## src/hdl/sda_pkg.sv

```systemverilog
// Shared types, constants and helpers for the spring-damper animator.
package sda_pkg;

    localparam int FRAC_BITS_DEF = 16;

    // Configuration register map (word index) and reset values
    localparam logic [2:0] REG_STIFFNESS  = 3'd0;
    localparam logic [2:0] REG_DAMPING    = 3'd1;
    localparam logic [2:0] REG_MASS       = 3'd2;
    localparam logic [2:0] REG_REST_DELTA = 3'd3;
    localparam logic [2:0] REG_REST_SPEED = 3'd4;

    localparam logic [31:0] STIFFNESS_RST  = 32'd6553600;
    localparam logic [31:0] DAMPING_RST    = 32'd655360;
    localparam logic [31:0] MASS_RST       = 32'd65536;
    localparam logic [30:0] REST_DELTA_RST = 31'd655;
    localparam logic [30:0] REST_SPEED_RST = 31'd655;

    // Input actions
    localparam logic [1:0] ACT_TICK     = 2'd0;
    localparam logic [1:0] ACT_SET      = 2'd1;
    localparam logic [1:0] ACT_TELEPORT = 2'd2;

    // Time step
    localparam int          MS_W      = 6;
    localparam logic [15:0] DT_CAP_MS = 16'd50;
    localparam logic [31:0] MS_PER_S  = 32'd1000;

    // Serial divider for the divide by mass: dividend width and step count
    localparam int DIV_W      = 68;
    localparam int CNT_W      = 7;
    localparam int DIV_N_ACC  = 65;
    localparam int ACC_W      = 63;
    localparam logic [DIV_W-1:0] ACC_CAP = DIV_W'(1) << 62;

    // Divide by 1000 in 17-bit chunks: remainder and chunk form a 27-bit
    // partial dividend whose quotient digit comes from a reciprocal multiply
    localparam int          KD_CHUNK = 17;
    localparam int          KD_VAL_W = 27;
    localparam int          KD_SHIFT = 37;
    localparam logic [27:0] KD_RECIP = 28'd137438954;
    localparam int          KD_N_DV  = 4;
    localparam int          KD_N_DP  = 3;

    typedef struct packed {
        logic [31:0] stiffness;
        logic [31:0] damping;
        logic [31:0] mass;
        logic [30:0] rest_delta;
        logic [30:0] rest_speed;
    } t_cfg;

    typedef enum logic [3:0] {
        OP_NOP,
        OP_LOAD,
        OP_SET_TARGET,
        OP_TELEPORT,
        OP_SNAP,
        OP_MUL_K,
        OP_MUL_C,
        OP_DIV_FORCE,
        OP_CAP_ACC,
        OP_DIV_DV,
        OP_UPD_V,
        OP_DIV_DP,
        OP_UPD_P,
        OP_PUBLISH
    } t_dp_op;

    typedef struct packed {
        t_dp_op op;
    } t_dp_cmd;

    typedef struct packed {
        logic [1:0] action;
        logic       settled;
        logic       at_rest;
        logic       div_busy;
    } t_dp_stat;

    typedef enum logic [3:0] {
        ST_IDLE,
        ST_DECODE,
        ST_MUL_K,
        ST_MUL_C,
        ST_FORCE,
        ST_DIV_ACC,
        ST_CAP_ACC,
        ST_SCALE_ACC,
        ST_DIV_DV,
        ST_UPD_V,
        ST_SCALE_V,
        ST_DIV_DP,
        ST_UPD_P,
        ST_PUBLISH
    } t_state;

    function automatic logic signed [31:0] sat32(input logic signed [63:0] v);
        logic signed [31:0] res;
        if (v > 64'sd2147483647) begin
            res = 32'sh7FFF_FFFF;
        end else if (v < -64'sd2147483648) begin
            res = 32'sh8000_0000;
        end else begin
            res = v[31:0];
        end
        return res;
    endfunction

    function automatic logic [31:0] mag32(input logic signed [31:0] v);
        return v[31] ? 32'(-v) : 32'(v);
    endfunction

endpackage

```

## src/hdl/sda_ctrl.sv

```systemverilog
// Controller state machine sequencing one item through the datapath.
module sda_ctrl import sda_pkg::*; (
    input  logic     i_clk,
    input  logic     i_rst_n,
    input  logic     i_in_valid,
    output logic     o_in_ready,
    output logic     o_out_valid,
    input  logic     i_out_ready,
    input  t_dp_stat i_stat,
    output t_dp_cmd  o_cmd
);

    t_state r_state, n_state;
    logic   r_out_valid, n_out_valid;

    always_ff @(posedge i_clk) begin
        if (!i_rst_n) begin
            r_state     <= ST_IDLE;
            r_out_valid <= 1'b0;
        end else begin
            r_state     <= n_state;
            r_out_valid <= n_out_valid;
        end
    end

    always_comb begin
        n_state     = r_state;
        n_out_valid = r_out_valid && !i_out_ready;
        o_cmd.op    = OP_NOP;
        o_in_ready  = 1'b0;
        case (r_state)
            ST_IDLE: begin
                o_in_ready = 1'b1;
                if (i_in_valid) begin
                    o_cmd.op = OP_LOAD;
                    n_state  = ST_DECODE;
                end
            end
            ST_DECODE: begin
                n_state = ST_PUBLISH;
                case (i_stat.action)
                    ACT_TICK: begin
                        if (!i_stat.settled) begin
                            if (i_stat.at_rest) begin
                                o_cmd.op = OP_SNAP;
                            end else begin
                                n_state = ST_MUL_K;
                            end
                        end
                    end
                    ACT_SET:      o_cmd.op = OP_SET_TARGET;
                    ACT_TELEPORT: o_cmd.op = OP_TELEPORT;
                    default: ;
                endcase
            end
            ST_MUL_K: begin
                o_cmd.op = OP_MUL_K;
                n_state  = ST_MUL_C;
            end
            ST_MUL_C: begin
                o_cmd.op = OP_MUL_C;
                n_state  = ST_FORCE;
            end
            ST_FORCE: begin
                o_cmd.op = OP_DIV_FORCE;
                n_state  = ST_DIV_ACC;
            end
            ST_DIV_ACC: begin
                if (!i_stat.div_busy) begin
                    n_state = ST_CAP_ACC;
                end
            end
            ST_CAP_ACC: begin
                o_cmd.op = OP_CAP_ACC;
                n_state  = ST_SCALE_ACC;
            end
            ST_SCALE_ACC: begin
                o_cmd.op = OP_DIV_DV;
                n_state  = ST_DIV_DV;
            end
            ST_DIV_DV: begin
                if (!i_stat.div_busy) begin
                    n_state = ST_UPD_V;
                end
            end
            ST_UPD_V: begin
                o_cmd.op = OP_UPD_V;
                n_state  = ST_SCALE_V;
            end
            ST_SCALE_V: begin
                o_cmd.op = OP_DIV_DP;
                n_state  = ST_DIV_DP;
            end
            ST_DIV_DP: begin
                if (!i_stat.div_busy) begin
                    n_state = ST_UPD_P;
                end
            end
            ST_UPD_P: begin
                o_cmd.op = OP_UPD_P;
                n_state  = ST_PUBLISH;
            end
            ST_PUBLISH: begin
                if (!r_out_valid || i_out_ready) begin
                    o_cmd.op    = OP_PUBLISH;
                    n_out_valid = 1'b1;
                    n_state     = ST_IDLE;
                end
            end
            default: n_state = ST_IDLE;
        endcase
    end

    assign o_out_valid = r_out_valid;

endmodule

```

## config.mk

```make
export PLATFORM = sky130hd
export DESIGN_NAME = sda_ctrl
export DESIGN_NICKNAME = d
export VERILOG_FILES = /design/src/hdl/sda_pkg.sv /design/src/hdl/sda_ctrl.sv
export SDC_FILE = /design/constraint.sdc
export NUM_CORES = 1
export LEC_CHECK = 0
export ABC_AREA = 1
export BUFFER_PORTS_ARGS = -buffer_cell sky130_fd_sc_hd__buf_2
export CAP_MARGIN = 20
export CORE_AREA = 8 8 45 47
export CTS_CLUSTER_DIAMETER = 30
export DETAILED_ROUTE_END_ITERATION = 16
export DIE_AREA = 0 0 53 55
export PLACE_DENSITY = 0.71
export RECOVER_POWER = 100
export REMOVE_ABC_BUFFERS = 1
export SLEW_MARGIN = 20
export SYNTH_ARGS = -nofsm -noshare
export SYNTH_HDL_FRONTEND = slang
export SYNTH_SLANG_ARGS = --single-unit
```

## constraint.sdc

```tcl
create_clock -name i_clk -period 1.2 [get_ports i_clk]
set_input_delay 0.06 -clock i_clk [delete_from_list [all_inputs] [get_ports i_clk]]
set_output_delay 0.06 -clock i_clk [all_outputs]
set_load 0.01 [all_outputs]
```

# Yosys cells after proc, flatten, opt, wreduce, memory -nomap -nowiden

Cells that the tools add are included.

Bits in registers: 5
Bits of input ports: 9
Output and inout bits: 6
Word-level logic and storage cells: 47

Equal/unequal tests: 20
Mux-type cells: 18
Reduce and logical (&&, ||, !) cells: 7

Operators with widths:

| kind                                                | number |
|---|---|
| one-hot mux 4 bit (14 select lines)                 | 1 |
| one-hot mux 4 bit (11 select lines)                 | 1 |
| two-way mux 4 bit                                   | 9 |
| equality test 4 bit, second input constant          | 6 |
| equality test 4 x 3 -> 1 bit, second input constant | 4 |
| != test 2 bit, second input constant                | 5 |
| one-hot mux 3 bit (3 select lines)                  | 1 |
| equality test 4 x 2 -> 1 bit, second input constant | 2 |
| two-way mux 3 bit                                   | 2 |
| AND reduction 5 bit                                 | 1 |
| equality test 4 x 1 -> 1 bit, second input constant | 1 |
| zero test 4 bit                                     | 1 |
| two-way mux 1 bit                                   | 4 |
| equality test 2 x 1 -> 1 bit, second input constant | 1 |
| equality test 2 bit, second input constant          | 1 |
| zero test 1 bit                                     | 2 |
| zero test 2 bit                                     | 1 |
| logical AND 1 bit                                   | 1 |
| logical OR 1 bit                                    | 1 |

# Logic depth before layout (Yosys ltp)

Depth after elaboration: 4
Depth in mapped cells: 10
Gate-level depth less buffers: 9

# Worst setup path before layout

Ideal clock, no wire load.

Path type: register -> output
From: reg r_state[2]
To: out o_cmd[0] (netlist name)
Arrival: 1.152 ns
Data required time: 1.140 ns
Slack: -0.012 ns
Cell stages (with the launch flop): 7
Cells stage by stage: dfxtp_1 -> buf_4 -> inv_2 -> nand2_1 -> nor3_1 -> nand2_1 -> o2111ai_1

RTL lines:

| element                  | line           | text |
|---|---|---|
| start: declaration       | sda_ctrl.sv:13 | `t_state r_state, n_state;` |
| start signal: assignment | sda_ctrl.sv:21 | `r_state <= n_state;` |
| end: declaration         | sda_ctrl.sv:10 | `output t_dp_cmd o_cmd` |

==> results by group <==
Logic synthesis
  • Post-synthesis average cell area: roughly 5.8 um2
  • Synthesis warning total: 0
  • Cells after synthesis: 94
  • Count of cell types in the netlist: 21
  • Synthesized flop and latch total: 5
  • Share of synthesized area occupied by flip-flops and latches: 0.1839
  • Area of the mapped netlist: between 500 and 600 um2

Run status
  • Result of the run: finished with violations
  • Failing checks: negative setup slack

Finish
  • Fraction of layout cells with a size suffix above 1: 0.5328
  • Number of nets in the finished design: 134
  • Diode count: 0
  • Count of fill cells added during filler insertion: 128
  • Post-route non-filler standard cell count: around 140
  • Register Area: 112.6 um2
  • Area overhead of the layout relative to synthesis: 67.59%
  • Multi-input logic area: 505.5 um2

Clock tree
  • Largest buffer count on any clock path: 2
  • Sink Count: 5
  • Clock transition at the registers of the reported paths: 50 ps
  • CTS tree: done
  • Clk Latency, worst-skew pair: 250 ps
  • Root Buffer Master: clkbuf_4
  • Number of levels in the clock H-tree: 1
  • Number of buffers created by CTS: 3

Critical path
  • Source of the worst register-to-register timing path: r_state[1]
  • Highest-delay cell along the critical path: dfxtp_4
  • Crit-path leading delay family: flip-flops
  • Cell-by-cell listing of the critical path: buf_6 -> nor3_4 -> nand2_1 -> o2111ai_1 -> buf_2
  • Buffer and inverter count on the worst path: 2
  • Data required time at the worst endpoint: 1140 ps
  • Endpoint of the lowest-slack register-to-register path: r_state[0]
  • Largest driver fanout on the critical path: 5
  • Element type at the critical path start: register
  • Delay of the slowest critical-path stage: 380 ps
  • Sort of element at the end of the critical path: output port
  • Setup slack of the most critical reg-to-reg path: -120 ps
  • Endpoint arrival time on the critical path: 1300 ps
  • Critical setup path kind: reg -> out
  • Worst R2R Path Depth: 10

Timing
  • Worst Max-Slew Pin Slew: approximately 230 ps
  • Maximum achievable frequency: between 0.7 and 0.8 GHz
  • Clock skew after layout: slightly above 6 ps
  • Period utilization: 1.136
  • Final setup violation count: 8
  • Rel. slew slack: 0.8455
  • Fin. Hold Viols: 0
  • Post-layout minimum cycle time: 1363 ps
  • Final worst setup slack: -163.0 ps
  • Worst slack on hold paths: 126.9 ps
  • Unrepaired setup endpoints after global routing: true
  • Number of pins exceeding their max-slew limit in the final report: 0

Run
  • Max cap viols: 0

Placement
  • # port buffers: 14
  • Post-DP HPWL: 1.281 mm
  • Number of placed cells counting well taps: around 130
  • GP Congestion: 0.9000

Pwr
  • Ratio of total power to cell area: about 2700 nW/um2
  • Worst supply voltage drop on vdd: 1625 uV
  • Leak Pwr: 0.4551 nW

Global routing
  • Largest net degree at the start of global routing: 7
  • Number of global-route vias before repair: 684
  • Grt total ovfl: 0
  • Wire length of the first global-routing pass: 2.904 mm
  • Antenna violations before repair: 0
  • Overall fraction of global-route tracks in use: 0.1348

Detailed routing
  • Routed wire length per instance: 14.63 um
  • Iteration-0 DRC Markers: 18
  • Detailed-route via count: a little over 700
  • Post-detailed-routing wire length: ~2.0 mm
  • Via/cell ratio: 5.225
  • DRC violations left: 0
  • DRT antenna net count: 0
  • Number of detailed-route iterations in the first pass: 4

Die
  • Effective utilization at floorplan: 0.3933
  • Floorplan die height: ~55 um
  • Floorplan die area: about 2900 um2
  • Die width: 53 um
  • Cell row count: 14
  • Std-Cell Core Area: 1384 um2
  • Top-Level Pins: 15

Min path
  • Worst hold path stage count: 3
  • Hold path startpoint: i_rst_n
  • Hold worst-path end: r_state[3]
  • Path category of the worst min-delay check: in -> reg
==> synth_stat cells <==
cell type	n	share of area
nand2_1	21	0.14
nand3_1	12	0.11
nor2_1	12	0.083
inv_1	10	0.069
a21oi_1	6	0.055
dfxtp_1	5	0.18
inv_2	5	0.034
o21ai_0	4	0.037
buf_4	2	0.028
ha_1	2	0.046
nand2_2	2	0.023
nand4_1	2	0.023
nor2_2	2	0.023
nor2_4	2	0.041
a21oi_2	1	0.016
buf_2	1	0.0092
nand2_4	1	0.021
nand3b_1	1	0.014
nor3_1	1	0.0092
o2111ai_1	1	0.016
o211ai_1	1	0.014
==> cells in the final DEF (no fill, tap or decap), types with 2 or more instances in the layout <==
cell type and count:
a21oi_1 3, a21oi_2 3, buf_2 13, buf_4 9
buf_6 4, clkbuf_1 2, clkbuf_4 3, dfxtp_4 3
ha_1 2, inv_1 10, inv_2 2, inv_4 2
nand2_1 14, nand2_2 3, nand2_4 6, nand3_1 8
nand3_2 4, nand4_1 2, nor2_1 9, nor2_4 6
o21ai_0 2
==> layout make-up <==
type	count	area share
clock buffers	4	0.02881
inverters	15	0.07270
repair buffers	27	0.1989
well taps	16	0.02195
multi-input cells	71	0.5542
flip-flops and latches	5	0.1235
==> flip-flops by register name (all words and copies together) (netlist names) <==
| register | flops |
|---|---|
| o_out_valid | 1 |
| r_state | 4 |
==> repair_timing <==
item | 4_1_cts | 5_1_grt
resized for setup | 23 | 26
pin swaps | 2 | 7
endpoints found under the setup margin | 8 | 9
setup buffers | 2 | 1
hold buffers | 0 | 0
==> worst min-delay path, stage by stage <==
cell     delay, ps
buf_2           70
inv_1           90
a21oi_2        110
==> per-stage QoR <==
step | power (mW) | area [um2] | setup WS [ps] | utilization | TNS (ps)
finish | 2.483 | 912.1 | -163.0 | 0.6591 | -883.5
global route | 2.650 | 912.1 | -203.8 | 0.6591 | -1332
CTS | 2.123 | 803.3 | -128.6 | 0.5805 | -647.9
detailed placement | 1.663 | 689.4 | -24.74 | 0.4982 | -37.28
global placement | 1.648 | 689.4 | -3.992 | 0.4982 | -3.992
floorplan | 1.150 | 524.3 | -19.81 | - | -31.42
==> per-layer routing <==
metal / vias up / GRT usage / routed length, um
met5: - / 0 / 0
met1: 343 / 0.1318 / 759
li1: 364 / - / -
met2: 9 / 0.2539 / 1187
met4: 0 / 0.08621 / 36
met3: 5 / 0.02674 / 36
==> worst max-delay path by stage <==
stage | from | end | slack, ps | depth (start not counted)
5_1_grt | r_state[1] | o_cmd[0] | -200 | 8
6_report | r_state[0] | o_cmd[0] | -160 | 5
3_3_place_gp | r_state[2] | r_state[1] | -4 | 8
3_5_place_dp | r_state[0] | o_cmd[0] | -20 | 7
2_1_floorplan | r_state[2] | r_state[3] | -20 | 8
4_1_cts | r_state[1] | o_cmd[0] | -130 | 8
==> power by group <==
part | total, mW | internal (mW) | switching [mW]
Sequential | 0.381 | 0.257 | 0.125
Clock | 0.202 | 0.126 | 0.0763
Combinational | 1.90 | 0.800 | 1.10
Total | 2.48 | 1.18 | 1.30
==> kinds of logic after synthesis <==
logic type / count (synthesis) / share of synthesized area
compound gates: 13 / 0.1379
fa+ha+maj: 2 / 0.04597
simple gates: 56 / 0.4919
flops: 5 / 0.1839
buf+inv: 18 / 0.1402
Power figures use the tool's default switching activity.
