==> src/hdl/sda_pkg.sv <==
// Shared types, constants and helpers for the spring-damper animator.
package sda_pkg;

    localparam int FRAC_BITS_DEF = 16;

    // Configuration register map (word index) and reset values
    localparam logic [2:0] REG_STIFFNESS  = 3'd0;
    localparam logic [2:0] REG_DAMPING    = 3'd1;
    localparam logic [2:0] REG_MASS       = 3'd2;
    localparam logic [2:0] REG_REST_DELTA = 3'd3;
    localparam logic [2:0] REG_REST_SPEED = 3'd4;

    localparam logic [31:0] STIFFNESS_RST  = 32'd6553600;
    localparam logic [31:0] DAMPING_RST    = 32'd655360;
    localparam logic [31:0] MASS_RST       = 32'd65536;
    localparam logic [30:0] REST_DELTA_RST = 31'd655;
    localparam logic [30:0] REST_SPEED_RST = 31'd655;

    // Input actions
    localparam logic [1:0] ACT_TICK     = 2'd0;
    localparam logic [1:0] ACT_SET      = 2'd1;
    localparam logic [1:0] ACT_TELEPORT = 2'd2;

    // Time step
    localparam int          MS_W      = 6;
    localparam logic [15:0] DT_CAP_MS = 16'd50;
    localparam logic [31:0] MS_PER_S  = 32'd1000;

    // Serial divider for the divide by mass: dividend width and step count
    localparam int DIV_W      = 68;
    localparam int CNT_W      = 7;
    localparam int DIV_N_ACC  = 65;
    localparam int ACC_W      = 63;
    localparam logic [DIV_W-1:0] ACC_CAP = DIV_W'(1) << 62;

    // Divide by 1000 in 17-bit chunks: remainder and chunk form a 27-bit
    // partial dividend whose quotient digit comes from a reciprocal multiply
    localparam int          KD_CHUNK = 17;
    localparam int          KD_VAL_W = 27;
    localparam int          KD_SHIFT = 37;
    localparam logic [27:0] KD_RECIP = 28'd137438954;
    localparam int          KD_N_DV  = 4;
    localparam int          KD_N_DP  = 3;

    typedef struct packed {
        logic [31:0] stiffness;
        logic [31:0] damping;
        logic [31:0] mass;
        logic [30:0] rest_delta;
        logic [30:0] rest_speed;
    } t_cfg;

    typedef enum logic [3:0] {
        OP_NOP,
        OP_LOAD,
        OP_SET_TARGET,
        OP_TELEPORT,
        OP_SNAP,
        OP_MUL_K,
        OP_MUL_C,
        OP_DIV_FORCE,
        OP_CAP_ACC,
        OP_DIV_DV,
        OP_UPD_V,
        OP_DIV_DP,
        OP_UPD_P,
        OP_PUBLISH
    } t_dp_op;

    typedef struct packed {
        t_dp_op op;
    } t_dp_cmd;

    typedef struct packed {
        logic [1:0] action;
        logic       settled;
        logic       at_rest;
        logic       div_busy;
    } t_dp_stat;

    typedef enum logic [3:0] {
        ST_IDLE,
        ST_DECODE,
        ST_MUL_K,
        ST_MUL_C,
        ST_FORCE,
        ST_DIV_ACC,
        ST_CAP_ACC,
        ST_SCALE_ACC,
        ST_DIV_DV,
        ST_UPD_V,
        ST_SCALE_V,
        ST_DIV_DP,
        ST_UPD_P,
        ST_PUBLISH
    } t_state;

    function automatic logic signed [31:0] sat32(input logic signed [63:0] v);
        logic signed [31:0] res;
        if (v > 64'sd2147483647) begin
            res = 32'sh7FFF_FFFF;
        end else if (v < -64'sd2147483648) begin
            res = 32'sh8000_0000;
        end else begin
            res = v[31:0];
        end
        return res;
    endfunction

    function automatic logic [31:0] mag32(input logic signed [31:0] v);
        return v[31] ? 32'(-v) : 32'(v);
    endfunction

endpackage

==> src/hdl/sda_regs.sv <==
// APB configuration registers of the spring-damper animator.
module sda_regs import sda_pkg::*; (
    input  logic        i_clk,
    input  logic        i_rst_n,
    input  logic        psel,
    input  logic        penable,
    input  logic        pwrite,
    input  logic [4:0]  paddr,
    input  logic [31:0] pwdata,
    output logic [31:0] prdata,
    output logic        pready,
    output t_cfg        o_cfg
);

    t_cfg       r_cfg;
    logic       wr_en;
    logic [2:0] idx;

    assign idx    = paddr[4:2];
    assign wr_en  = psel && penable && pwrite;
    assign pready = 1'b1;
    assign o_cfg  = r_cfg;

    always_ff @(posedge i_clk) begin
        if (!i_rst_n) begin
            r_cfg.stiffness  <= STIFFNESS_RST;
            r_cfg.damping    <= DAMPING_RST;
            r_cfg.mass       <= MASS_RST;
            r_cfg.rest_delta <= REST_DELTA_RST;
            r_cfg.rest_speed <= REST_SPEED_RST;
        end else if (wr_en) begin
            case (idx)
                REG_STIFFNESS:  r_cfg.stiffness  <= pwdata;
                REG_DAMPING:    r_cfg.damping    <= pwdata;
                REG_MASS:       r_cfg.mass       <= pwdata;
                REG_REST_DELTA: r_cfg.rest_delta <= pwdata[30:0];
                REG_REST_SPEED: r_cfg.rest_speed <= pwdata[30:0];
                default: ;
            endcase
        end
    end

    always_comb begin
        case (idx)
            REG_STIFFNESS:  prdata = r_cfg.stiffness;
            REG_DAMPING:    prdata = r_cfg.damping;
            REG_MASS:       prdata = r_cfg.mass;
            REG_REST_DELTA: prdata = {1'b0, r_cfg.rest_delta};
            REG_REST_SPEED: prdata = {1'b0, r_cfg.rest_speed};
            default:        prdata = 32'd0;
        endcase
    end

endmodule

==> config.mk <==
export PLATFORM = sky130hd
export DESIGN_NAME = sda_regs
export DESIGN_NICKNAME = d
export VERILOG_FILES = /design/src/hdl/sda_pkg.sv /design/src/hdl/sda_regs.sv
export SDC_FILE = /design/constraint.sdc
export NUM_CORES = 1
export LEC_CHECK = 0
export ABC_AREA = 0
export BUFFER_PORTS_ARGS = -buffer_cell sky130_fd_sc_hd__clkbuf_2
export CAP_MARGIN = 20
export CORE_ASPECT_RATIO = 1.75
export CORE_MARGIN = 3
export CORE_UTILIZATION = 46
export DETAILED_ROUTE_END_ITERATION = 7
export GPL_TIMING_DRIVEN = 0
export PLACE_DENSITY = 0.77
export SLEW_MARGIN = 20
export SYNTH_ARGS = -nofsm -noshare
export SYNTH_HDL_FRONTEND = slang
export SYNTH_SLANG_ARGS = --single-unit
export TNS_END_PERCENT = 10
==> constraint.sdc <==
create_clock -name i_clk -period 1.8 [get_ports i_clk]
set_clock_uncertainty 0.05 [all_clocks]
set_input_delay 0.36 -clock i_clk [delete_from_list [all_inputs] [get_ports i_clk]]
set_output_delay 0.36 -clock i_clk [all_outputs]
set_load 0.01 [all_outputs]
# After elaboration in Yosys (flattened, before gate mapping)
# Cells that the tools add are included.
# classes
eq_ne	4
muxes	1
reduce_logical	8
# op_table
cell	count
one-hot mux 32 bit (5 select lines)	1
AND reduction 2 bit	5
== test 3 x 2 -> 1 bit (second input constant)	2
== test 3 x 1 -> 1 bit (second input constant)	1
== test 3 bit (second input constant)	1
logical NOT 3 bit	1
logical AND 1 bit	2
# word_totals
register_bits	158
input_bits	42
output_inout_bits	191
word_cells	18

# Depth between registers and ports, before layout
# Gate-level depths: netlist of the first run.
# depth
depth_word	3
depth_mapped	6
mapped_depth_nobuf	3

# Least setup slack after synthesis of the first run
# Ideal clock, no wire load.
# synth_path
path_type	input to output
from	input paddr[2]
to	output prdata[13]
t_arrival_ns	1.292
required_ns	1.390
slack_ns	0.098
stages	5
path_buffers	2
path_cell_list	buf_4 -> buf_4 -> mux2_2 -> a22oi_1 -> o22ai_1
# synth_via
elab_chain_cells	2
elab_cells_between_ends	6
cone_classes	eq/ne (4); mux (1); reduce/logical (1)
# synth_lines
item	line_no	source
from (decl)	sda_regs.sv:8	input logic [4:0] paddr,
== test 3 bit (tied with other cells)	sda_regs.sv:44	case (idx)
one-hot mux 32 bit (5 select lines) (*)	sda_regs.sv:44	
to (decl)	sda_regs.sv:10	output logic [31:0] prdata,
# Every way passes the cells marked *; elsewhere a longest branch is shown, timed or not.

# Worst setup path after layout of the first run
# layout_path
from	input paddr[2]
to	output prdata[3]
# The elaborated chain is that of the path after synthesis.

==> results of run 1 <==
## logic make-up (layout without fill, tap and decap cells)
| group | Yosys count | after routing | share of synthesized area (%) |
|---|---|---|---|
| buffers and inverters | 64 | 335 | 5.28 |
| flip-flops | 158 | 158 | 44.5 |
| other | 1 | 2 | 0.0528 |
| AND/OR/NAND/NOR | 215 | 215 | 13.3 |
| AO/OA/AOI/OAI | 94 | 94 | 9.39 |
| multiplexers | 191 | 191 | 27.4 |
## worst min-delay path, stage by stage
cell	delay, ns
clkbuf_2	0.09
nor2b_1	0.04
mux2i_1	0.11
## layout make-up
cell class | count | area (um2)
clock buffers | 18 | 429
fillers | 1236 | 5390
well taps | 183 | 229
plain buffers | 64 | 520
repair buffers | 239 | 1340
diodes | 1 | 2.50
clock inverters | 14 | 173
multi-input cells | 501 | 3720
flip-flops and latches | 158 | 3180
## metal layers
metal	routed length, um	GRT usage, %
met5	0	0
met4	1160	17.0
met3	1950	6.03
met2	13200	50.8
met1	9400	32.0
## repair_timing
action | CTS | global route
setup buffers | 5 | 3
gates resized for setup | 86 | 37
setup endpoints to repair | 32 | 32
hold endpoints to repair | 0 | 0
pin swaps | 10 | 6
cloned | 1 | 3
## power groups by stage
stage | combinational [mW] | sequential (mW) | clock [mW]
finish | 0.707 | 3.54 | 3.74
global route | 0.744 | 3.55 | 3.92
CTS | 0.655 | 3.54 | 3.73
detailed placement | 0.581 | 3.62 | 0
global placement | 0.575 | 3.62 | 0
floorplan | 0.319 | 3.63 | 0
## per-stage QoR
| stage | power [mW] | instance area (um2) | utilization [%] | setup WS, ns | cells |
|---|---|---|---|---|---|
| finish | 7.99 | 9600 | 64.0 | -0.147 | 1178 |
| global placement | 4.20 | 8470 | 56.5 | -0.551 | 1133 |
| global route | 8.21 | 9600 | 64.0 | -0.195 | 1178 |
| detailed placement | 4.20 | 8470 | 56.5 | -0.597 | 1133 |
| floorplan | 3.95 | 7110 | - | 0.0977 | 723 |
| CTS | 7.93 | 9420 | 62.9 | -0.105 | 1171 |
## final timing paths
kind | endpoint | slack [ns] | depth (start not counted)
max | prdata[3] | -0.15 | 8
min | o_cfg[78] | 0.17 | 3
max reg2reg | o_cfg[29] | 1.04 | 2
min reg2reg | o_cfg[118] | 0.42 | 2
## placed cells by master (no fill, tap or decap), drive strengths merged
cell / count
nor3: 1
conb: 1
mux2i: 161
nand3: 1
clkinv: 3
and3: 1
dfxtp: 158
a22oi: 60
nor3b: 2
nand4b: 1
nand3b: 1
clkbuf: 247
o22ai: 30
o2bb2ai: 1
o21a: 2
inv: 9
nand2: 173
mux2: 30
nor2: 3
bufinv: 2
nor2b: 32
diode: 1
buf: 74
o21ai: 1
==> impl_metrics.py, run 1 <==
metrics = {
    "pwr": {
        "powerDensity_nw_per_um2": 832,
        "comb_power_share_pct": 8.8,
        "clkPwrFrac_pct": 46.8,
        "p_leak_nw": 4.10,
        "p_switching_mw": 2.08,
        "p_sw_share_pct": 26.1,
        "internal_power_mw": 5.90,
        "vdd_drop_max_mv": 0.603,
        "seqPwrFrac_pct": 44.4,
    },
    "worst_setup_path": {
        "end_kind": "output port",
        "cpPeakStageDelay_ns": 0.17,
        "reg2reg_from": "o_cfg[29]",
        "worstSetupPathType": "in2out",
        "crit_family": "buffers and inverters",
        "cp.required_ns": 1.39,
        "path_buf_inv": 5,
        "startpoint": "paddr[2]",
        "worstPathArrival_ns": 1.54,
        "cp-start-kind": "input pin",
        "cp_common_cell": "buf_12",
        "cp_slowest_cell": "nor2b_4",
        "path_max_fanout": 7,
        "path_cells": "clkbuf_16 -> buf_12 -> nor2b_4 -> buf_12 -> buf_12 -> a22oi_1 -> o22ai_1 -> clkbuf_2",
    },
    "synthesis": {
        "synth_nets": 765,
        "ys_seq_elements": 158,
        "yosysTopAreaCell": "dfxtp_1",
        "synth_cells": 723,
        "post-synth-top-count-cell": "nand2_1",
        "yosysUniqueCellTypes": 25,
        "synth_ff_type": "dfxtp_1",
        "synth_area_leaders": "dfxtp_1 45%, mux2i_1 23%, nand2_1 9.1%, a22oi_1 6.3%, mux2_2 4.8%",
        "syn_area_um2": 7110,
        "synth_edf_count": 0,
        "ys_warn_count": 0,
        "avgSynthCellArea_um2": 9.83,
        "ys_seq_area_share_pct": 44.5,
        "synth_top_area_share_pct": 44.5,
        "synthTopCellsByCount": "173 x nand2_1, 161 x mux2i_1, 158 x dfxtp_1",
        "async_flop_share_pct": 0,
    },
    "floorplanning": {
        "start_util_pct": 47.4,
        "die-height_um": 170,
        "core_region_area_um2": 15000,
        "dieArea_um2": 17000,
        "std_cell_rows": 59,
        "die_w_um": 100,
        "io_pins": 233,
    },
    "clock_tree": {
        "cts.sinks": 158,
        "cts_root_buf": "clkbuf_16",
        "clk-insertion-delay-late_ns": 0.42,
        "clk_pin_slew_ns": 0.07,
        "cts-htree-levels": 4,
        "cts_tree": "yes",
        "ctsHoldBuffers": 0,
        "cts_buffer_depth": 2,
        "cts_buffers": 17,
    },
    "sta": {
        "final_hold_viol_count": 0,
        "timing.final.ws_setup_ns": -0.147,
        "drv_slew": 0,
        "max_freq_mhz": 514,
        "slew_headroom_pct": 43.1,
        "worst_pin_slew_ns": 0.854,
        "post-route-period-util_pct": 108,
        "rsz0062_at_grt": "true",
        "setup_tns_ns": -3.73,
        "setup_viol": 32,
        "period_minus_slack_ns": 1.95,
        "hold_slack_ns": 0.170,
    },
    "flow_run": {
        "max_cap_violations": 0,
    },
    "route": {
        "postRouteAntennaNets": 0,
        "drt_first_pass_iters": 5,
        "wl_per_cell_um": 21.9,
        "drc": 0,
        "drtIter0Drc": 298,
        "via_per_inst": 5.70,
        "vias": 6718,
        "drt-total-wl_um": 25700,
    },
    "run_status": {
        "violations": "negative setup slack",
        "status": "finished, violations left",
    },
    "worst_hold_path": {
        "min_from": "pwdata[16]",
        "hold_path_class": "in2reg",
    },
    "global_routing": {
        "antenna_found_initial": 1,
        "grt_pass1_wl_um": 37600,
        "track_usage_pct": 29.0,
        "grt_max_degree": 17,
        "gr-total-overflow": 0,
        "grt_pass1_vias": 6616,
    },
    "final_layout": {
        "nets": 1023,
        "largest_register_ffs": 158,
        "drive_above_1_share_pct": 39.6,
        "syn2layout_area_growth_pct": 35.0,
    },
    "place": {
        "dp_hpwl_um": 17900,
        "portBuffers": 227,
        "gp_congestion": 0.855,
    },
}
(Power assumes the default switching activity.)
==> inputs of run 2 (changes only) <==
--- a/config.mk
+++ b/config.mk
@@ -9,7 +9,6 @@
 export BUFFER_PORTS_ARGS = -buffer_cell sky130_fd_sc_hd__clkbuf_2
 export CAP_MARGIN = 20
 export CORE_ASPECT_RATIO = 1.75
-export CORE_MARGIN = 3
 export CORE_UTILIZATION = 46
 export DETAILED_ROUTE_END_ITERATION = 7
 export GPL_TIMING_DRIVEN = 0
@@ -18,4 +17,4 @@
 export SYNTH_ARGS = -nofsm -noshare
 export SYNTH_HDL_FRONTEND = slang
 export SYNTH_SLANG_ARGS = --single-unit
-export TNS_END_PERCENT = 10
+export TNS_END_PERCENT = 1
==> impl_metrics.py, run 2 (synthesis gave the netlist of run 1 again) <==
metrics = {
    "worst_setup_path": {
        "r2r_setup_slack_ns": 1.01,
        "worstPathArrival_ns": 1.55,
        "end_kind": "output port",
        "cp.required_ns": 1.39,
        "path_max_fanout": 7,
        "reg2reg_from": "o_cfg[47]",
        "cp-start-kind": "input pin",
        "reg2reg_to": "o_cfg[47]",
        "rr_worst_depth": 2,
        "worstSetupPathType": "in2out",
    },
    "global_routing": {
        "track_usage_pct": 30.9,
        "antenna_found_initial": 2,
        "grt_max_degree": 17,
        "grt_pass1_wl_um": 36400,
        "grt_pass1_vias": 6423,
        "gr-total-overflow": 0,
    },
    "sta": {
        "final_hold_viol_count": 0,
        "hold_slack_ns": 0.173,
        "slew_headroom_pct": 48.8,
        "period_minus_slack_ns": 1.96,
        "worst_pin_slew_ns": 0.768,
        "max_freq_mhz": 510,
        "timing.final.ws_setup_ns": -0.160,
        "setup_viol": 32,
        "post-route-period-util_pct": 109,
        "rsz0062_at_grt": "true",
        "drv_slew": 0,
    },
    "worst_hold_path": {
        "holdPathEnd": "o_cfg[148]",
        "hold_path_class": "in2reg",
        "min_from": "pwdata[22]",
        "holdPathStages": 3,
    },
    "pwr": {
        "p_sw_share_pct": 26.5,
        "powerDensity_nw_per_um2": 818,
        "vdd_drop_max_mv": 0.775,
        "comb_power_share_pct": 9.0,
        "p_total_mw": 7.82,
        "p_switching_mw": 2.07,
        "internal_power_mw": 5.75,
        "seqPwrFrac_pct": 45.3,
        "clkPwrFrac_pct": 45.7,
        "p_leak_nw": 4.07,
    },
    "place": {
        "portBuffers": 227,
        "gp_congestion": 0.819,
        "dp_hpwl_um": 17300,
    },
    "final_layout": {
        "final_common_cell": "clkbuf_2",
        "nets": 1023,
        "final_cell_mix": "205 x clkbuf_2, 173 x nand2_1, 161 x mux2i_1",
        "utilization_pct": 63.8,
        "largest_register_ffs": 158,
        "syn2layout_area_growth_pct": 34.5,
        "drive_above_1_share_pct": 38.8,
    },
    "clock_tree": {
        "cts_root_buf": "clkbuf_16",
        "cts_buffers": 17,
        "cts-htree-levels": 4,
        "clk-insertion-delay-late_ns": 0.42,
        "clk_pin_slew_ns": 0.06,
        "ctsHoldBuffers": 0,
        "cts_tree": "yes",
        "cts_buffer_depth": 2,
        "cts.sinks": 158,
    },
    "run_status": {
        "status": "finished, violations left",
        "violations": "negative setup slack",
    },
    "route": {
        "drt-total-wl_um": 25200,
        "drtIter0Drc": 433,
        "wl_per_cell_um": 21.4,
        "drc": 0,
        "postRouteAntennaNets": 0,
        "via_per_inst": 5.69,
        "drt_first_pass_iters": 5,
        "vias": 6706,
    },
    "floorplanning": {
        "core_region_area_um2": 15000,
        "std_cell_rows": 59,
        "dieArea_um2": 16000,
        "io_pins": 233,
        "start_util_pct": 47.4,
        "die_w_um": 96.0,
        "die-height_um": 166,
    },
    "flow_run": {
        "max_cap_violations": 0,
    },
}
==> run 2: repair_timing <==
item,in CTS,in global routing
pin swaps,5,9
setup endpoints to repair,32,32
gates cloned,1,3
gates resized for setup,73,41
setup buffers,5,3
==> run 2: routing by layer <==
| metal | vias to the layer above | global-route usage (%) | routed length, um |
|---|---|---|---|
| li1 | 3051 | - | - |
| met4 | 0 | 17.7 | 1260 |
| met2 | 344 | 52.3 | 13000 |
| met5 | - | 0 | 0 |
| met1 | 3241 | 35.7 | 9440 |
| met3 | 70 | 5.53 | 1470 |
==> run 2: worst max-delay path by stage <==
stage                        start         end  slack (ns)
after global placement    paddr[3]   prdata[0]       -0.55
after floorplan           paddr[2]  prdata[13]         0.1
final                     paddr[2]   prdata[7]       -0.16
after detailed placement  paddr[3]   prdata[0]       -0.56
after global routing      paddr[2]   prdata[7]       -0.16
after CTS                 paddr[2]  prdata[21]        -0.1
==> run 2: cell type report <==
class                   instances  area, um2
well taps                     183        229
plain buffers                  64        512
clock inverters                15        151
diodes                          1       2.50
multi-input cells             501       3710
flip-flops and latches        158       3180
fillers                      1236       5430
repair buffers                239       1350
clock buffers                  17        425
==> run 2: stage by stage <==
stage	setup TNS [ns]	area [um2]	worst slack [ns]	cells
floorplan	0	7110	0.0977	723
global placement	-14.10	8470	-0.546	1133
detailed placement	-14.50	8470	-0.560	1133
CTS	-2.02	9370	-0.0992	1171
global route	-4.13	9550	-0.160	1178
finish	-2.98	9550	-0.160	1178
==> run 2: power groups by stage <==
stage                     registers [mW]  logic (mW)  clock network, mW
after floorplan                     3.63       0.319                  0
after global placement              3.62       0.571                  0
after detailed placement            3.62       0.575                  0
after CTS                           3.54       0.648               3.58
after global routing                3.55       0.739               3.71
final                               3.54       0.703               3.57
==> run 2: worst max-delay path, cell delays in order <==
cell	delay [ns]
clkbuf_16	0.13
buf_12	0.14
nor2b_4	0.13
buf_12	0.16
buf_8	0.14
a22oi_2	0.09
o22ai_2	0.22
buf_2	0.17
